===== config.mk =====
export PLATFORM = sky130hd
export DESIGN_NAME = scaled_yuv_to_rgb565
export DESIGN_NICKNAME = d
export VERILOG_FILES = /design/src/syr_pkg.sv /design/src/syr_div.sv /design/src/syr_cfg.sv /design/src/syr_front.sv /design/src/syr_fifo.sv /design/src/syr_back.sv /design/src/scaled_yuv_to_rgb565.sv
export SDC_FILE = /design/constraint.sdc
export NUM_CORES = 1
export LEC_CHECK = 0
export BUFFER_PORTS_ARGS = -buffer_cell sky130_fd_sc_hd__buf_4
export CAP_MARGIN = 20
export CORE_AREA = 2 2 222 278
export CTS_CLUSTER_DIAMETER = 100
export DETAILED_ROUTE_END_ITERATION = 7
export DIE_AREA = 0 0 224 280
export GPL_ROUTABILITY_DRIVEN = 0
export HOLD_SLACK_MARGIN = 0.05
export PLACE_DENSITY_LB_ADDON = 0.08
export SYNTH_ARGS = -nofsm -noshare
export SYNTH_HDL_FRONTEND = slang
export SYNTH_SLANG_ARGS = --single-unit

===== constraint.sdc =====
create_clock -name clk -period 13.7 [get_ports clk]
set_input_delay 2.055 -clock clk [delete_from_list [all_inputs] [get_ports clk]]
set_output_delay 2.055 -clock clk [all_outputs]
set_load 0.01 [all_outputs]

===== src/syr_pkg.sv =====
package syr_pkg;

    // Size limits of the scaler
    localparam int MAX_TARGET_WIDTH  = 1024;
    localparam int MAX_TARGET_HEIGHT = 1024;
    localparam int MAX_SOURCE_DIM    = 4096;
    localparam int MAX_TARGET_DIM    = (MAX_TARGET_WIDTH > MAX_TARGET_HEIGHT) ?
                                       MAX_TARGET_WIDTH : MAX_TARGET_HEIGHT;

    // Derived internal widths
    localparam int SRC_DIM_W = $clog2(MAX_SOURCE_DIM + 1);   // holds a source size
    localparam int SRC_IDX_W = $clog2(MAX_SOURCE_DIM);       // holds a source index
    localparam int TGT_DIM_W = $clog2(MAX_TARGET_DIM + 1);   // holds a target size
    localparam int TGT_IDX_W = $clog2(MAX_TARGET_DIM);       // holds a target index
    localparam int RS_W      = TGT_DIM_W + 1;                // remainder sum
    localparam int DIV_CNT_W = $clog2(SRC_DIM_W + 1);

    // Fixed field and register widths
    localparam int SRC_REG_W = 13;
    localparam int TGT_REG_W = 11;
    localparam int COORD_W   = 12;
    localparam int SAMPLE_W  = 8;
    localparam int PIXEL_W   = 16;
    localparam int ADDR_W    = 5;
    localparam int DATA_W    = 32;

    // Reset values of the registers
    localparam logic [SRC_REG_W-1:0] SRC_W_RST = 13'd1024;
    localparam logic [SRC_REG_W-1:0] SRC_H_RST = 13'd600;
    localparam logic [TGT_REG_W-1:0] TGT_W_RST = 11'd1024;
    localparam logic [TGT_REG_W-1:0] TGT_H_RST = 11'd600;

    // Register indexes (byte address / 4)
    typedef enum logic [2:0] {
        REG_SRC_W = 3'd0,
        REG_SRC_H = 3'd1,
        REG_TGT_W = 3'd2,
        REG_TGT_H = 3'd3,
        REG_SWAP  = 3'd4
    } syr_reg_t;

    // Q16 color coefficients, signed so they multiply signed chroma
    localparam int PROD_W = 27;
    localparam logic signed [17:0] CF_RV = 18'sd91881;
    localparam logic signed [17:0] CF_GU = 18'sd22554;
    localparam logic signed [17:0] CF_GV = 18'sd46802;
    localparam logic signed [17:0] CF_BU = 18'sd116130;
    localparam logic signed [8:0]  CHROMA_MID = 9'sd128;

    // Front-to-back queue
    localparam int QUEUE_DEPTH = 4;
    localparam int Q_PTR_W     = $clog2(QUEUE_DEPTH);
    localparam int Q_CNT_W     = $clog2(QUEUE_DEPTH + 1);

    // Geometry and status from the register block to the front end
    typedef struct packed {
        logic [SRC_DIM_W-1:0] src_w;
        logic [SRC_DIM_W-1:0] src_h;
        logic [TGT_DIM_W-1:0] tgt_w;
        logic [TGT_DIM_W-1:0] tgt_h;
        logic [SRC_DIM_W-1:0] col_quot;
        logic [TGT_IDX_W-1:0] col_rem;
        logic [SRC_DIM_W-1:0] row_quot;
        logic [TGT_IDX_W-1:0] row_rem;
        logic                 busy;
        logic                 restart;
    } syr_geom_t;

    // One word in the queue between front and back
    typedef struct packed {
        logic [SAMPLE_W-1:0] luma;
        logic [SAMPLE_W-1:0] chroma_blue;
        logic [SAMPLE_W-1:0] chroma_red;
        logic [COORD_W-1:0]  source_column;
        logic [COORD_W-1:0]  source_row;
        logic                end_of_line;
        logic                end_of_frame;
    } syr_item_t;

    // Zero acts as one, large values saturate
    function automatic logic [SRC_DIM_W-1:0] lim_src(input logic [SRC_REG_W-1:0] raw);
        logic [SRC_DIM_W-1:0] res;
        if (raw == '0)
            res = SRC_DIM_W'(1);
        else if (int'(raw) > MAX_SOURCE_DIM)
            res = SRC_DIM_W'(MAX_SOURCE_DIM);
        else
            res = SRC_DIM_W'(raw);
        return res;
    endfunction

    function automatic logic [TGT_DIM_W-1:0] lim_tgt(input logic [TGT_REG_W-1:0] raw,
                                                     input int hi);
        logic [TGT_DIM_W-1:0] res;
        if (raw == '0)
            res = TGT_DIM_W'(1);
        else if (int'(raw) > hi)
            res = TGT_DIM_W'(hi);
        else
            res = TGT_DIM_W'(raw);
        return res;
    endfunction

endpackage


===== src/syr_div.sv =====
module syr_div
    import syr_pkg::*;
(
    input  logic                 clk,
    input  logic                 rst_n,
    input  logic                 start,
    input  logic [SRC_DIM_W-1:0] num,
    input  logic [TGT_DIM_W-1:0] den,
    output logic                 busy,
    output logic [SRC_DIM_W-1:0] quot,
    output logic [TGT_IDX_W-1:0] rem
);

    logic [DIV_CNT_W-1:0] cnt_reg;
    logic [SRC_DIM_W-1:0] quo_reg;
    logic [TGT_DIM_W-1:0] rem_reg;
    logic [TGT_DIM_W-1:0] den_reg;
    logic [TGT_DIM_W:0]   trial;
    logic                 fits;

    // One restoring step: shift in the next numerator bit, subtract if it fits
    always_comb
    begin
        trial = {rem_reg, quo_reg[SRC_DIM_W-1]};
        fits  = trial >= {1'b0, den_reg};
    end

    always_ff @(posedge clk or negedge rst_n)
    begin
        if (!rst_n)
        begin
            cnt_reg <= '0;
        end
        else if (start)
        begin
            cnt_reg <= DIV_CNT_W'(SRC_DIM_W);
        end
        else if (cnt_reg != '0)
        begin
            cnt_reg <= cnt_reg - DIV_CNT_W'(1);
        end
    end

    always_ff @(posedge clk)
    begin
        if (start)
        begin
            quo_reg <= num;
            rem_reg <= '0;
            den_reg <= den;
        end
        else if (cnt_reg != '0)
        begin
            quo_reg <= {quo_reg[SRC_DIM_W-2:0], fits};
            rem_reg <= fits ? TGT_DIM_W'(trial - {1'b0, den_reg}) : TGT_DIM_W'(trial);
        end
    end

    assign busy = (cnt_reg != '0);
    assign quot = quo_reg;
    assign rem  = TGT_IDX_W'(rem_reg);

endmodule


===== src/syr_cfg.sv =====
module syr_cfg
    import syr_pkg::*;
(
    input  logic              clk,
    input  logic              rst_n,
    input  logic              psel,
    input  logic              penable,
    input  logic              pwrite,
    input  logic [ADDR_W-1:0] paddr,
    input  logic [DATA_W-1:0] pwdata,
    output logic [DATA_W-1:0] prdata,
    output syr_geom_t         geom,
    output logic              swap
);

    logic [SRC_REG_W-1:0] src_w_reg;
    logic [SRC_REG_W-1:0] src_h_reg;
    logic [TGT_REG_W-1:0] tgt_w_reg;
    logic [TGT_REG_W-1:0] tgt_h_reg;
    logic                 swap_reg;
    logic                 div_start_reg;
    logic                 wr;
    logic                 size_wr;
    logic [2:0]           idx;
    logic                 col_busy;
    logic                 row_busy;
    logic [SRC_DIM_W-1:0] src_w_eff;
    logic [SRC_DIM_W-1:0] src_h_eff;
    logic [TGT_DIM_W-1:0] tgt_w_eff;
    logic [TGT_DIM_W-1:0] tgt_h_eff;

    // Write decode
    assign idx     = paddr[ADDR_W-1:2];
    assign wr      = psel && penable && pwrite;
    assign size_wr = wr && (idx == REG_SRC_W || idx == REG_SRC_H ||
                            idx == REG_TGT_W || idx == REG_TGT_H);

    always_ff @(posedge clk or negedge rst_n)
    begin
        if (!rst_n)
        begin
            src_w_reg <= SRC_W_RST;
            src_h_reg <= SRC_H_RST;
            tgt_w_reg <= TGT_W_RST;
            tgt_h_reg <= TGT_H_RST;
            swap_reg  <= 1'b0;
        end
        else if (wr)
        begin
            unique case (idx)
                REG_SRC_W: src_w_reg <= pwdata[SRC_REG_W-1:0];
                REG_SRC_H: src_h_reg <= pwdata[SRC_REG_W-1:0];
                REG_TGT_W: tgt_w_reg <= pwdata[TGT_REG_W-1:0];
                REG_TGT_H: tgt_h_reg <= pwdata[TGT_REG_W-1:0];
                REG_SWAP:  swap_reg  <= pwdata[0];
                default:   ;
            endcase
        end
    end

    // Step divisions rerun after reset and after every size write
    always_ff @(posedge clk or negedge rst_n)
    begin
        if (!rst_n)
        begin
            div_start_reg <= 1'b1;
        end
        else
        begin
            div_start_reg <= size_wr;
        end
    end

    // Read mux
    always_comb
    begin
        prdata = '0;
        unique case (idx)
            REG_SRC_W: prdata = DATA_W'(src_w_reg);
            REG_SRC_H: prdata = DATA_W'(src_h_reg);
            REG_TGT_W: prdata = DATA_W'(tgt_w_reg);
            REG_TGT_H: prdata = DATA_W'(tgt_h_reg);
            REG_SWAP:  prdata = DATA_W'(swap_reg);
            default:   prdata = '0;
        endcase
    end

    // Effective sizes
    assign src_w_eff = lim_src(src_w_reg);
    assign src_h_eff = lim_src(src_h_reg);
    assign tgt_w_eff = lim_tgt(tgt_w_reg, MAX_TARGET_WIDTH);
    assign tgt_h_eff = lim_tgt(tgt_h_reg, MAX_TARGET_HEIGHT);

    syr_div u_col_div
    (
        .clk   (clk),
        .rst_n (rst_n),
        .start (div_start_reg),
        .num   (src_w_eff),
        .den   (tgt_w_eff),
        .busy  (col_busy),
        .quot  (geom.col_quot),
        .rem   (geom.col_rem)
    );

    syr_div u_row_div
    (
        .clk   (clk),
        .rst_n (rst_n),
        .start (div_start_reg),
        .num   (src_h_eff),
        .den   (tgt_h_eff),
        .busy  (row_busy),
        .quot  (geom.row_quot),
        .rem   (geom.row_rem)
    );

    assign geom.src_w   = src_w_eff;
    assign geom.src_h   = src_h_eff;
    assign geom.tgt_w   = tgt_w_eff;
    assign geom.tgt_h   = tgt_h_eff;
    assign geom.busy    = div_start_reg || col_busy || row_busy;
    assign geom.restart = size_wr;
    assign swap         = swap_reg;

endmodule


===== src/syr_front.sv =====
module syr_front
    import syr_pkg::*;
(
    input  logic                clk,
    input  logic                rst_n,
    input  syr_geom_t           geom,
    input  logic                push,
    output logic                full,
    input  logic [SAMPLE_W-1:0] luma,
    input  logic [SAMPLE_W-1:0] chroma_blue,
    input  logic [SAMPLE_W-1:0] chroma_red,
    input  logic                q_full,
    output logic                q_push,
    output syr_item_t           q_wdata
);

    logic [TGT_IDX_W-1:0] col_reg;
    logic [TGT_IDX_W-1:0] row_reg;
    logic [SRC_IDX_W-1:0] cacc_reg;
    logic [TGT_IDX_W-1:0] crem_reg;
    logic [SRC_IDX_W-1:0] racc_reg;
    logic [TGT_IDX_W-1:0] rrem_reg;

    logic                 accept;
    logic                 eol;
    logic                 eof;
    logic [SRC_DIM_W-1:0] sx;
    logic [SRC_DIM_W-1:0] sy;
    logic [RS_W-1:0]      col_sum;
    logic [RS_W-1:0]      row_sum;
    logic                 col_carry;
    logic                 row_carry;
    logic [TGT_IDX_W-1:0] crem_next;
    logic [TGT_IDX_W-1:0] rrem_next;
    logic [SRC_IDX_W-1:0] cacc_next;
    logic [SRC_IDX_W-1:0] racc_next;

    assign full   = q_full || geom.busy;
    assign accept = push && !full;

    // Classify: line and frame ends, clamped source coordinate
    always_comb
    begin
        eol = TGT_DIM_W'(col_reg) >= geom.tgt_w - TGT_DIM_W'(1);
        eof = eol && (TGT_DIM_W'(row_reg) >= geom.tgt_h - TGT_DIM_W'(1));
        sx  = (SRC_DIM_W'(cacc_reg) >= geom.src_w) ? geom.src_w - SRC_DIM_W'(1)
                                                   : SRC_DIM_W'(cacc_reg);
        sy  = (SRC_DIM_W'(racc_reg) >= geom.src_h) ? geom.src_h - SRC_DIM_W'(1)
                                                   : SRC_DIM_W'(racc_reg);
    end

    // Step accumulators: integer part plus remainder below the target size
    always_comb
    begin
        col_sum   = RS_W'(crem_reg) + RS_W'(geom.col_rem);
        col_carry = col_sum >= RS_W'(geom.tgt_w);
        crem_next = col_carry ? TGT_IDX_W'(col_sum - RS_W'(geom.tgt_w))
                              : TGT_IDX_W'(col_sum);
        cacc_next = SRC_IDX_W'(SRC_DIM_W'(cacc_reg) + geom.col_quot
                               + SRC_DIM_W'(col_carry));

        row_sum   = RS_W'(rrem_reg) + RS_W'(geom.row_rem);
        row_carry = row_sum >= RS_W'(geom.tgt_h);
        rrem_next = row_carry ? TGT_IDX_W'(row_sum - RS_W'(geom.tgt_h))
                              : TGT_IDX_W'(row_sum);
        racc_next = SRC_IDX_W'(SRC_DIM_W'(racc_reg) + geom.row_quot
                               + SRC_DIM_W'(row_carry));
    end

    // Raster state
    always_ff @(posedge clk or negedge rst_n)
    begin
        if (!rst_n)
        begin
            col_reg  <= '0;
            row_reg  <= '0;
            cacc_reg <= '0;
            crem_reg <= '0;
            racc_reg <= '0;
            rrem_reg <= '0;
        end
        else if (geom.restart)
        begin
            col_reg  <= '0;
            row_reg  <= '0;
            cacc_reg <= '0;
            crem_reg <= '0;
            racc_reg <= '0;
            rrem_reg <= '0;
        end
        else if (accept)
        begin
            priority if (eof)
            begin
                col_reg  <= '0;
                row_reg  <= '0;
                cacc_reg <= '0;
                crem_reg <= '0;
                racc_reg <= '0;
                rrem_reg <= '0;
            end
            else if (eol)
            begin
                col_reg  <= '0;
                cacc_reg <= '0;
                crem_reg <= '0;
                row_reg  <= row_reg + TGT_IDX_W'(1);
                racc_reg <= racc_next;
                rrem_reg <= rrem_next;
            end
            else
            begin
                col_reg  <= col_reg + TGT_IDX_W'(1);
                cacc_reg <= cacc_next;
                crem_reg <= crem_next;
            end
        end
    end

    // Word handed to the back end
    assign q_push                = accept;
    assign q_wdata.luma          = luma;
    assign q_wdata.chroma_blue   = chroma_blue;
    assign q_wdata.chroma_red    = chroma_red;
    assign q_wdata.source_column = COORD_W'(sx);
    assign q_wdata.source_row    = COORD_W'(sy);
    assign q_wdata.end_of_line   = eol;
    assign q_wdata.end_of_frame  = eof;

endmodule


===== src/syr_fifo.sv =====
module syr_fifo
    import syr_pkg::*;
(
    input  logic      clk,
    input  logic      rst_n,
    input  logic      push,
    input  syr_item_t wdata,
    output logic      full,
    input  logic      pop,
    output syr_item_t rdata,
    output logic      empty
);

    syr_item_t            mem [QUEUE_DEPTH];
    logic [Q_PTR_W-1:0]   wptr_reg;
    logic [Q_PTR_W-1:0]   rptr_reg;
    logic [Q_CNT_W-1:0]   cnt_reg;
    logic                 do_push;
    logic                 do_pop;

    assign full    = (cnt_reg == Q_CNT_W'(QUEUE_DEPTH));
    assign empty   = (cnt_reg == '0);
    assign do_push = push && !full;
    assign do_pop  = pop && !empty;
    assign rdata   = mem[rptr_reg];

    // Pointers and fill level
    always_ff @(posedge clk or negedge rst_n)
    begin
        if (!rst_n)
        begin
            wptr_reg <= '0;
            rptr_reg <= '0;
            cnt_reg  <= '0;
        end
        else
        begin
            if (do_push)
                wptr_reg <= wptr_reg + Q_PTR_W'(1);
            if (do_pop)
                rptr_reg <= rptr_reg + Q_PTR_W'(1);
            if (do_push && !do_pop)
                cnt_reg <= cnt_reg + Q_CNT_W'(1);
            else if (do_pop && !do_push)
                cnt_reg <= cnt_reg - Q_CNT_W'(1);
        end
    end

    // Storage
    always_ff @(posedge clk)
    begin
        if (do_push)
            mem[wptr_reg] <= wdata;
    end

endmodule


===== src/syr_back.sv =====
module syr_back
    import syr_pkg::*;
(
    input  logic               clk,
    input  logic               rst_n,
    input  logic               swap,
    input  logic               q_empty,
    input  syr_item_t          q_rdata,
    output logic               q_pop,
    input  logic               pop,
    output logic               empty,
    output logic [PIXEL_W-1:0] pixel,
    output logic [COORD_W-1:0] source_column,
    output logic [COORD_W-1:0] source_row,
    output logic               end_of_line,
    output logic               end_of_frame
);

    // Stage 1: chroma products
    logic                     s1_valid_reg;
    logic signed [PROD_W-1:0] p_rv_reg;
    logic signed [PROD_W-1:0] p_gu_reg;
    logic signed [PROD_W-1:0] p_gv_reg;
    logic signed [PROD_W-1:0] p_bu_reg;
    logic [SAMPLE_W-1:0]      s1_luma_reg;
    logic [COORD_W-1:0]       s1_col_reg;
    logic [COORD_W-1:0]       s1_row_reg;
    logic                     s1_eol_reg;
    logic                     s1_eof_reg;

    // Output register
    logic                     out_valid_reg;
    logic [PIXEL_W-1:0]       pixel_reg;
    logic [COORD_W-1:0]       col_reg;
    logic [COORD_W-1:0]       row_reg;
    logic                     eol_reg;
    logic                     eof_reg;

    logic                     out_en;
    logic                     s1_en;
    logic signed [8:0]        du;
    logic signed [8:0]        dv;
    logic signed [PROD_W-1:0] y_q16;
    logic signed [PROD_W-1:0] sum_r;
    logic signed [PROD_W-1:0] sum_g;
    logic signed [PROD_W-1:0] sum_b;
    logic [7:0]               r8;
    logic [7:0]               g8;
    logic [7:0]               b8;
    logic [PIXEL_W-1:0]       px;

    // Truncate Q16 sum, clamp to 0..255
    function automatic logic [7:0] clamp8(input logic signed [PROD_W-1:0] s);
        logic [7:0] res;
        if (s[PROD_W-1])
            res = 8'd0;
        else if (s[PROD_W-2:16] > (PROD_W-17)'(255))
            res = 8'd255;
        else
            res = s[23:16];
        return res;
    endfunction

    // Stage enables: output slot frees on pop, stage 1 refills when it moves
    assign out_en = !out_valid_reg || pop;
    assign s1_en  = !s1_valid_reg || out_en;
    assign q_pop  = s1_en && !q_empty;

    assign du = $signed({1'b0, q_rdata.chroma_blue}) - CHROMA_MID;
    assign dv = $signed({1'b0, q_rdata.chroma_red}) - CHROMA_MID;

    always_ff @(posedge clk or negedge rst_n)
    begin
        if (!rst_n)
        begin
            s1_valid_reg  <= 1'b0;
            out_valid_reg <= 1'b0;
        end
        else
        begin
            if (s1_en)
                s1_valid_reg <= !q_empty;
            if (out_en)
                out_valid_reg <= s1_valid_reg;
        end
    end

    always_ff @(posedge clk)
    begin
        if (q_pop)
        begin
            p_rv_reg    <= PROD_W'(CF_RV) * PROD_W'(dv);
            p_gu_reg    <= PROD_W'(CF_GU) * PROD_W'(du);
            p_gv_reg    <= PROD_W'(CF_GV) * PROD_W'(dv);
            p_bu_reg    <= PROD_W'(CF_BU) * PROD_W'(du);
            s1_luma_reg <= q_rdata.luma;
            s1_col_reg  <= q_rdata.source_column;
            s1_row_reg  <= q_rdata.source_row;
            s1_eol_reg  <= q_rdata.end_of_line;
            s1_eof_reg  <= q_rdata.end_of_frame;
        end
    end

    // Stage 2: channel sums, clamp and pack
    always_comb
    begin
        y_q16 = $signed({{(PROD_W-24){1'b0}}, s1_luma_reg, 16'd0});
        sum_r = y_q16 + p_rv_reg;
        sum_g = y_q16 - p_gu_reg - p_gv_reg;
        sum_b = y_q16 + p_bu_reg;
        r8    = clamp8(sum_r);
        g8    = clamp8(sum_g);
        b8    = clamp8(sum_b);
        if (swap)
            px = {b8[7:3], g8[7:2], r8[7:3]};
        else
            px = {r8[7:3], g8[7:2], b8[7:3]};
    end

    always_ff @(posedge clk)
    begin
        if (out_en && s1_valid_reg)
        begin
            pixel_reg <= px;
            col_reg   <= s1_col_reg;
            row_reg   <= s1_row_reg;
            eol_reg   <= s1_eol_reg;
            eof_reg   <= s1_eof_reg;
        end
    end

    assign empty         = !out_valid_reg;
    assign pixel         = pixel_reg;
    assign source_column = col_reg;
    assign source_row    = row_reg;
    assign end_of_line   = eol_reg;
    assign end_of_frame  = eof_reg;

endmodule


===== src/scaled_yuv_to_rgb565.sv =====
// Nearest-neighbor scaler stage with full-range YUV to RGB565 conversion.
// Input queue port: push/full carries one word of Y, U and V samples per
// output pixel, in raster order over the target picture. Result queue port:
// empty/pop shows the packed pixel, its source column and row, and
// end-of-line / end-of-frame marks; the oldest word sits on the ports while
// empty is low.
// Sizes and the red/blue swap are set over the APB port (4 bytes apart).
// Throughput: one word per clock while full is low and pop keeps up. A pushed
// word passes the front queue, the chroma product stage and the output register.
// Source coordinates come from step accumulators; the per-axis step
// (source size / target size) is found by two restoring dividers that rerun
// after reset and after every size write, with full high meanwhile.
// Reset returns all registers to their defaults, empties both queues and
// starts the raster at pixel (0,0). A size write also restarts the raster.
// When pop stays low the output register holds, the 4-deep front queue
// fills and full rises; nothing is dropped.
module scaled_yuv_to_rgb565
    import syr_pkg::*;
(
    input  logic                clk,
    input  logic                rst_n,
    input  logic                push,
    output logic                full,
    input  logic [SAMPLE_W-1:0] luma,
    input  logic [SAMPLE_W-1:0] chroma_blue,
    input  logic [SAMPLE_W-1:0] chroma_red,
    output logic                empty,
    input  logic                pop,
    output logic [PIXEL_W-1:0]  pixel,
    output logic [COORD_W-1:0]  source_column,
    output logic [COORD_W-1:0]  source_row,
    output logic                end_of_line,
    output logic                end_of_frame,
    input  logic                psel,
    input  logic                penable,
    input  logic                pwrite,
    input  logic [ADDR_W-1:0]   paddr,
    input  logic [DATA_W-1:0]   pwdata,
    output logic [DATA_W-1:0]   prdata,
    output logic                pready
);

    syr_geom_t geom;
    logic      swap;
    logic      q_full;
    logic      q_push;
    syr_item_t q_wdata;
    logic      q_empty;
    logic      q_pop;
    syr_item_t q_rdata;

    assign pready = 1'b1;

    syr_cfg u_cfg
    (
        .clk     (clk),
        .rst_n   (rst_n),
        .psel    (psel),
        .penable (penable),
        .pwrite  (pwrite),
        .paddr   (paddr),
        .pwdata  (pwdata),
        .prdata  (prdata),
        .geom    (geom),
        .swap    (swap)
    );

    syr_front u_front
    (
        .clk         (clk),
        .rst_n       (rst_n),
        .geom        (geom),
        .push        (push),
        .full        (full),
        .luma        (luma),
        .chroma_blue (chroma_blue),
        .chroma_red  (chroma_red),
        .q_full      (q_full),
        .q_push      (q_push),
        .q_wdata     (q_wdata)
    );

    syr_fifo u_fifo
    (
        .clk   (clk),
        .rst_n (rst_n),
        .push  (q_push),
        .wdata (q_wdata),
        .full  (q_full),
        .pop   (q_pop),
        .rdata (q_rdata),
        .empty (q_empty)
    );

    syr_back u_back
    (
        .clk           (clk),
        .rst_n         (rst_n),
        .swap          (swap),
        .q_empty       (q_empty),
        .q_rdata       (q_rdata),
        .q_pop         (q_pop),
        .pop           (pop),
        .empty         (empty),
        .pixel         (pixel),
        .source_column (source_column),
        .source_row    (source_row),
        .end_of_line   (end_of_line),
        .end_of_frame  (end_of_frame)
    );

endmodule


Word level (Yosys, flattened, before mapping)
Memory sizes are Yosys's and may differ from the RTL's.
Index checks and enable logic that the tools add are counted.
{"block": "op_classes", "n_addsub": 28, "multipliers": 4, "order_cmp": 15, "eq_ne": 5, "mux": 58, "n_reduce_logical": 45}
{"op": "10-bit two-way mux", "n": 18}
{"op": "12-bit two-way mux", "n": 10}
{"op": "13-bit two-way mux", "n": 8}
{"op": "11-bit two-way mux", "n": 6}
{"op": "13-bit one-hot mux with 5 select lines", "n": 1}
{"op": "25-bit by 27-bit adder with 27-bit output", "n": 2}
{"op": "8-bit two-way mux", "n": 6}
{"op": "10-bit by 8-bit greater-than comparator with 1-bit output (second input constant)", "n": 3}
{"op": "18-bit by 9-bit multiplier with 27-bit output (first input constant)", "n": 1}
{"op": "25-bit by 27-bit subtractor with 27-bit output", "n": 1}
{"op": "27-bit subtractor", "n": 1}
{"op": "12-bit by 13-bit >= comparator with 1-bit output", "n": 2}
{"op": "13-bit greater-than comparator (second input constant)", "n": 2}
{"op": "13-bit logical NOT", "n": 2}
{"op": "17-bit by 9-bit multiplier with 26-bit output (first input constant)", "n": 1}
{"op": "16-bit by 9-bit multiplier with 25-bit output (first input constant)", "n": 1}
{"op": "12-bit by 1-bit adder with 12-bit output", "n": 2}
{"op": "12-bit adder", "n": 2}
{"op": "12-bit by 11-bit >= comparator with 1-bit output", "n": 2}
{"op": "15-bit by 9-bit multiplier with 24-bit output (first input constant)", "n": 1}
{"op": "12-bit by 1-bit subtractor with 12-bit output (second input constant)", "n": 2}
{"op": "10-bit by 10-bit adder with 11-bit output", "n": 2}
{"op": "10-bit by 11-bit >= comparator with 1-bit output", "n": 2}
{"op": "11-bit >= comparator", "n": 2}
{"op": "other kinds (26)", "n": 75}
{"block": "totals", "ff_bits": 382, "ramBits": 200, "inputBits": 68, "out_inout_bits": 77, "elab_cells": 195, "mem_count": 1}
{"memory": "u_fifo.mem", "words": 4, "word_bits": 50, "read_ports": 1, "rd_ports_with_merged_regs": 0, "write_ports": 1, "line": "syr_fifo.sv:14", "text": "syr_item_t mem [QUEUE_DEPTH];"}

Depth between registers and ports, before layout
{"block": "depth", "depth_word": 11, "mapped_depth": 30, "ltp_nobuf": 29}

Modules after synthesis
From an unflattened synthesis, not the netlist that was laid out.
{"block": "unflattened", "cells_unflattened": 3204, "area_unflattened_um2": 37621.1}
{"mod": "syr_back", "n_inst": 1, "cells_each": 1272, "area_each_um2": 14465.1, "seq_area_each_um2": 4464.3}
{"mod": "syr_front", "n_inst": 1, "cells_each": 960, "area_each_um2": 7931.4, "seq_area_each_um2": 1601.5}
{"mod": "syr_fifo", "n_inst": 1, "cells_each": 298, "area_each_um2": 7704.9, "seq_area_each_um2": 6180.9}
{"mod": "syr_div", "n_inst": 2, "cells_each": 217, "area_each_um2": 2297.2, "seq_area_each_um2": 1041.0}
{"mod": "syr_cfg", "n_inst": 1, "cells_each": 238, "area_each_um2": 2914.0, "seq_area_each_um2": 1265.0}
{"mod": "scaled_yuv_to_rgb565", "n_inst": 1, "cells_each": 2, "area_each_um2": 11.3, "seq_area_each_um2": 0.0}

Least setup slack after synthesis
Ideal clock, no wire load.
{"block": "synth_timing", "path_kind": "input to register", "start": "input pop", "end": "register u_fifo.cnt_reg[1]", "setup_ps": 125, "arrival_time_ps": 8702, "required_time_ps": 13575, "slack_ps": 4873, "stages": 7, "n_path_buf": 0, "cell_sequence": "nor2_1 a21oi_1 inv_1 ha_1 inv_1 fa_1 mux2_2"}
{"block": "synth_via", "elab_chain_len": 7}
{"element": "start, declared", "line": "scaled_yuv_to_rgb565.sv:28", "text": "input logic pop,"}
{"element": "1-bit logical OR (*)", "line": "syr_back.sv:65", "text": "assign out_en = !out_valid_reg || pop;"}
{"element": "1-bit logical OR (*)", "line": "syr_back.sv:66", "text": "assign s1_en = !s1_valid_reg || out_en;"}
{"element": "1-bit logical AND (*)", "line": "syr_back.sv:67", "text": "assign q_pop = s1_en && !q_empty;"}
{"element": "named net q_pop", "line": "scaled_yuv_to_rgb565.sv:49", "text": "logic q_pop;"}
{"element": "1-bit logical AND (*)", "line": "syr_fifo.sv:24", "text": "assign do_pop = pop && !empty;"}
{"element": "1-bit logical NOT", "line": "syr_fifo.sv:42", "text": "if (do_push && !do_pop)"}
{"element": "1-bit logical AND", "line": "syr_fifo.sv:42"}
{"element": "3-bit two-way mux / 2-bit nonzero test (equally long branches)"}
{"element": "end signal, assigned", "line": "syr_fifo.sv:43", "text": "cnt_reg <= cnt_reg + Q_CNT_W'(1);"}
{"element": "end signal, assigned", "line": "syr_fifo.sv:45", "text": "cnt_reg <= cnt_reg - Q_CNT_W'(1);"}
{"element": "end, declared", "line": "syr_fifo.sv:17", "text": "logic [Q_CNT_W-1:0] cnt_reg;"}
Mark *: on every way through the listed nets, which the timed path passes. The rest lies on a longest branch.
A chain may end at the register's enable or synchronous reset.

Worst setup path in the final report
{"block": "layout_timing", "start": "register u_fifo.rptr_reg[0]", "end": "register u_back.p_rv_reg[26], data pin"}
{"block": "layout_via", "elab_chain_len": 3}
{"element": "start, declared", "line": "syr_fifo.sv:16", "text": "logic [Q_PTR_W-1:0] rptr_reg;"}
{"element": "start signal, assigned", "line": "syr_fifo.sv:41", "text": "rptr_reg <= rptr_reg + Q_PTR_W'(1);"}
{"element": "memory read 4 x 50 bit"}
{"element": "8-bit by 8-bit subtractor with 9-bit output", "line": "syr_back.sv:70", "text": "assign dv = $signed({1'b0, q_rdata.chroma_red}) - CHROMA_MID;"}
{"element": "18-bit by 9-bit multiplier with 27-bit output", "line": "syr_back.sv:92", "text": "p_rv_reg <= PROD_W'(CF_RV) * PROD_W'(dv);"}
{"element": "end signal, assigned", "line": "syr_back.sv:92"}
{"element": "end, declared", "line": "syr_back.sv:21", "text": "logic signed [PROD_W-1:0] p_rv_reg;"}
Every way passes these cells.

==> metrics.csv <==
metric,value,unit
signal arrival time at the worst endpoint,8.06,ns
CTS Root Cell,sky130_fd_sc_hd__clkbuf_16,
Max-Cap Viols,0,
Yosys cell types,80,
Max clock buf depth,3,
share of synthesized area occupied by flip-flops and latches,43.7,%
compound-gate portion of the synthesized area,9.34,%
capturing element type of the critical path,register,
Synth Area in Simple Gates,8.00,%
ant diodes,0,
Multi-input gate area,0.0185,mm2
"slowest stage delay, CP",0.75,ns
final count of hold timing violations,0,
start-to-end type of the worst setup path,register to register,
Pre-Repair DR Iteration Count,8,
fillcell total,4601,
fraction of synthesized cell area in xor and xnor cells,3.90,%
initial antenna violation count,0,
via count of the first global-routing pass,24163,
combinational family with the most area after synthesis,adder cells,
cells traversed along the worst timing path,"buf_4, mux4_2, clkinv_1, ha_1, inv_1, ha_1, inv_1, fa_1, fa_1, inv_1, ha_1, ha_1, nand2_1, o21ai_0, o211ai_1, a311oi_1, nor3_1, o41ai_1, a21oi_1, xnor2_1",
final routed DRC violation total,0,
most instantiated flip-flop cell in the synthesis netlist,sky130_fd_sc_hd__edfxtp_1,
"Period Utilization, post-route",56.4,%
site row count,101,
Finish-stage setup viols,0,
setup TNS,0,ns
Resized cells post-CTS,0,
"Slew Viols, Final",0,
required time of the worst setup path,14.03,ns
Finished Cell Area,0.0392,mm2
placed cell areas,0.0373,mm2
hold crit path type,register to register,
worst max-slew margin expressed relative to the limit,23.2,%
clock buffers created by TritonCTS,54,
top-level port count,145,
total vias in the final route,23041,
Die Height,280,um
"leading cell types in the layout, fill and taps excluded","445 x sky130_fd_sc_hd__ha_1, 395 x sky130_fd_sc_hd__edfxtp_1, 357 x sky130_fd_sc_hd__inv_1",
slew at the pin closest to its max-slew limit,1.15,ns
largest net degree at the start of global routing,70,
fraction of final layout cells sized beyond drive strength 1,12.3,%
die outline area,0.0627,mm2
Overflow after GRT,0,
cell repeated most along the worst path,sky130_fd_sc_hd__ha_1,
total routed wirelength,77.7,mm
proportion of synthesized flip-flops having asynchronous set or reset,23.9,%
TritonCTS Sinks,548,
fraction of the mapped netlist area in adder cells,22.8,%
max FFs per register,200,
clock slew at reported path FFs,0.07,ns
DRT antenna net count,0,
Port-buffer cells,103,
CP max stage cell,sky130_fd_sc_hd__dfrtp_4,
startpoint types,register,
CTS HTree Levels,2,
wire length per cell after detailed routing,19.8,um
# Post-CTS Setup Buffers,0,
worst path buffer plus inverter count,5,
"EDFF count, synth",395,
critical-path maximum fanout,28,
post-synthesis area per instance,11.9,um2
kind of cell with the highest combined delay on the critical path,adder cells,
Horiz. Die Dim,224,um
flip-flop and latch count after synthesis,548,
outcome,completed,
clock latency of the later-clocked register in the worst-skew pair,0.62,ns
Syn Inst Count,2998,
routed vias/inst,5.86,
maximum clock frequency,129,MHz
synthesis warning total,0,
mux cell area share after synthesis,7.42,%
area of the core,0.0603,mm2
time the worst path needs with I/O delays and setup,7.73,ns
Detail Placement HPWL,58.2,mm
cts-stage hold buffer count,0,
starting density of the core,59.3,%
GR Util All Layers,25.4,%
"leading cell type in the layout, fill and taps excluded",sky130_fd_sc_hd__ha_1,
net total in the final layout,3755,
final worst clock skew,0.0256,ns
violation count after the first detailed-route iteration,1309,
CTS tree,done,
unrepaired setup endpoints after global routing,false,
Syn Std Cell Area,0.0357,mm2
Area Overhead vs Synth,9.89,%
FF+latch area,0.0156,mm2
first-pass GRT wire length,125,mm
==> worst register-to-register path, stage by stage (launching register included) <==
cell and delay [ns]:
sky130_fd_sc_hd__dfrtp_4 0.75, sky130_fd_sc_hd__buf_4 0.61, sky130_fd_sc_hd__mux4_2 0.55, sky130_fd_sc_hd__clkinv_1 0.72
sky130_fd_sc_hd__ha_1 0.59, sky130_fd_sc_hd__inv_1 0.17, sky130_fd_sc_hd__ha_1 0.26, sky130_fd_sc_hd__inv_1 0.08
sky130_fd_sc_hd__fa_1 0.50, sky130_fd_sc_hd__fa_1 0.55, sky130_fd_sc_hd__inv_1 0.04, sky130_fd_sc_hd__ha_1 0.29
sky130_fd_sc_hd__ha_1 0.31, sky130_fd_sc_hd__nand2_1 0.05, sky130_fd_sc_hd__o21ai_0 0.18, sky130_fd_sc_hd__o211ai_1 0.23
sky130_fd_sc_hd__a311oi_1 0.47, sky130_fd_sc_hd__nor3_1 0.13, sky130_fd_sc_hd__o41ai_1 0.63, sky130_fd_sc_hd__a21oi_1 0.19
sky130_fd_sc_hd__xnor2_1 0.15
==> stage by stage <==
stage               hold slack [ns]  utilization [%]  cells  setup slack, ns
floorplan                     0.400                -   3016             4.87
global placement              0.402             61.9   3827             6.00
detailed placement            0.405             61.9   3828             5.92
CTS                           0.419             65.1   3929             5.87
global route                  0.427             65.1   3931             5.35
finish                        0.418             65.1   3931             5.97
==> cells in the mapped netlist (16+ instances only) <==
library cell                 n  share of area [%]
sky130_fd_sc_hd__o21a_1     16               0.34
sky130_fd_sc_hd__or3_1      19               0.33
sky130_fd_sc_hd__o21ai_0   138                1.9
sky130_fd_sc_hd__xor2_1     48                1.2
sky130_fd_sc_hd__nor2_1    143                1.5
sky130_fd_sc_hd__nor3_1     62               0.87
sky130_fd_sc_hd__nand2_1   141                1.5
sky130_fd_sc_hd__mux2i_1    50                1.4
sky130_fd_sc_hd__dfxtp_1    22                1.2
sky130_fd_sc_hd__dfrtp_1   120                8.4
sky130_fd_sc_hd__clkbuf_1   36               0.38
sky130_fd_sc_hd__mux4_2     61                3.8
sky130_fd_sc_hd__nand3_1    32               0.45
sky130_fd_sc_hd__mux2_2     69                2.2
sky130_fd_sc_hd__nor2b_1    35               0.61
sky130_fd_sc_hd__a21oi_1   124                1.7
sky130_fd_sc_hd__ha_1      445                 16
sky130_fd_sc_hd__o22ai_1    17               0.30
sky130_fd_sc_hd__edfxtp_1  395                 33
sky130_fd_sc_hd__a211oi_1   30               0.63
sky130_fd_sc_hd__and3_1     24               0.42
sky130_fd_sc_hd__o21bai_1   20               0.42
sky130_fd_sc_hd__nand2b_1   41               0.72
sky130_fd_sc_hd__buf_4      20               0.42
sky130_fd_sc_hd__fa_1      128                7.2
sky130_fd_sc_hd__a21o_1     66                1.4
sky130_fd_sc_hd__xnor2_1   111                2.7
sky130_fd_sc_hd__inv_1     357                3.8
==> cell type report <==
| class | instances | share of cell area (%) |
|---|---|---|
| Sequential cell | 548 | 39.8 |
| Multi-Input combinational cell | 2028 | 47.1 |
| Clock inverter | 27 | 0.934 |
| Inverter | 359 | 3.43 |
| Clock buffer | 74 | 3.92 |
| Tap cell | 772 | 2.46 |
| Timing Repair Buffer | 123 | 2.41 |
==> per-layer routing <==
metal	vias to the layer above	routed length (um)	track usage, %
met1	11398	31000	30.2
met3	147	2850	2.72
met5	-	0	0
li1	10977	-	-
met4	0	2700	9.01
met2	519	41200	47.4
==> path summary, 6_finish.rpt <==
check / depth (start not counted) / slack, ns / endpoint / from
max: 20 / 5.97 / u_back.p_rv_reg[26]$_DFFE_PP_ / u_fifo.rptr_reg[0]$_DFFE_PN0P_
min: 0 / 0.42 / u_back.end_of_line$_DFFE_PP_ / u_back.s1_eol_reg$_DFFE_PP_
max reg2reg: 20 / 5.97 / u_back.p_rv_reg[26]$_DFFE_PP_ / u_fifo.rptr_reg[0]$_DFFE_PN0P_
min reg2reg: 0 / 0.42 / u_back.end_of_line$_DFFE_PP_ / u_back.s1_eol_reg$_DFFE_PP_
max in group asynchronous: 2 / 10.76 / u_fifo.rptr_reg[0]$_DFFE_PN0P_ / rst_n
min in group asynchronous: 1 / 1.43 / u_cfg.u_col_div.cnt_reg[3]$_DFFE_PN0P_ / rst_n
==> cell families after synthesis <==
logic type,Yosys count
AO/OA/AOI/OAI,519
XOR/XNOR,159
adder cells (fa/ha/maj),573
buffers and inverters,440
flip-flops,548
multiplexers,180
other,2
AND/OR/NAND/NOR,577
Power is left out: the tool's default activity adds up to more than one toggle a clock period on the data nets, which glitch-free logic cannot reach.
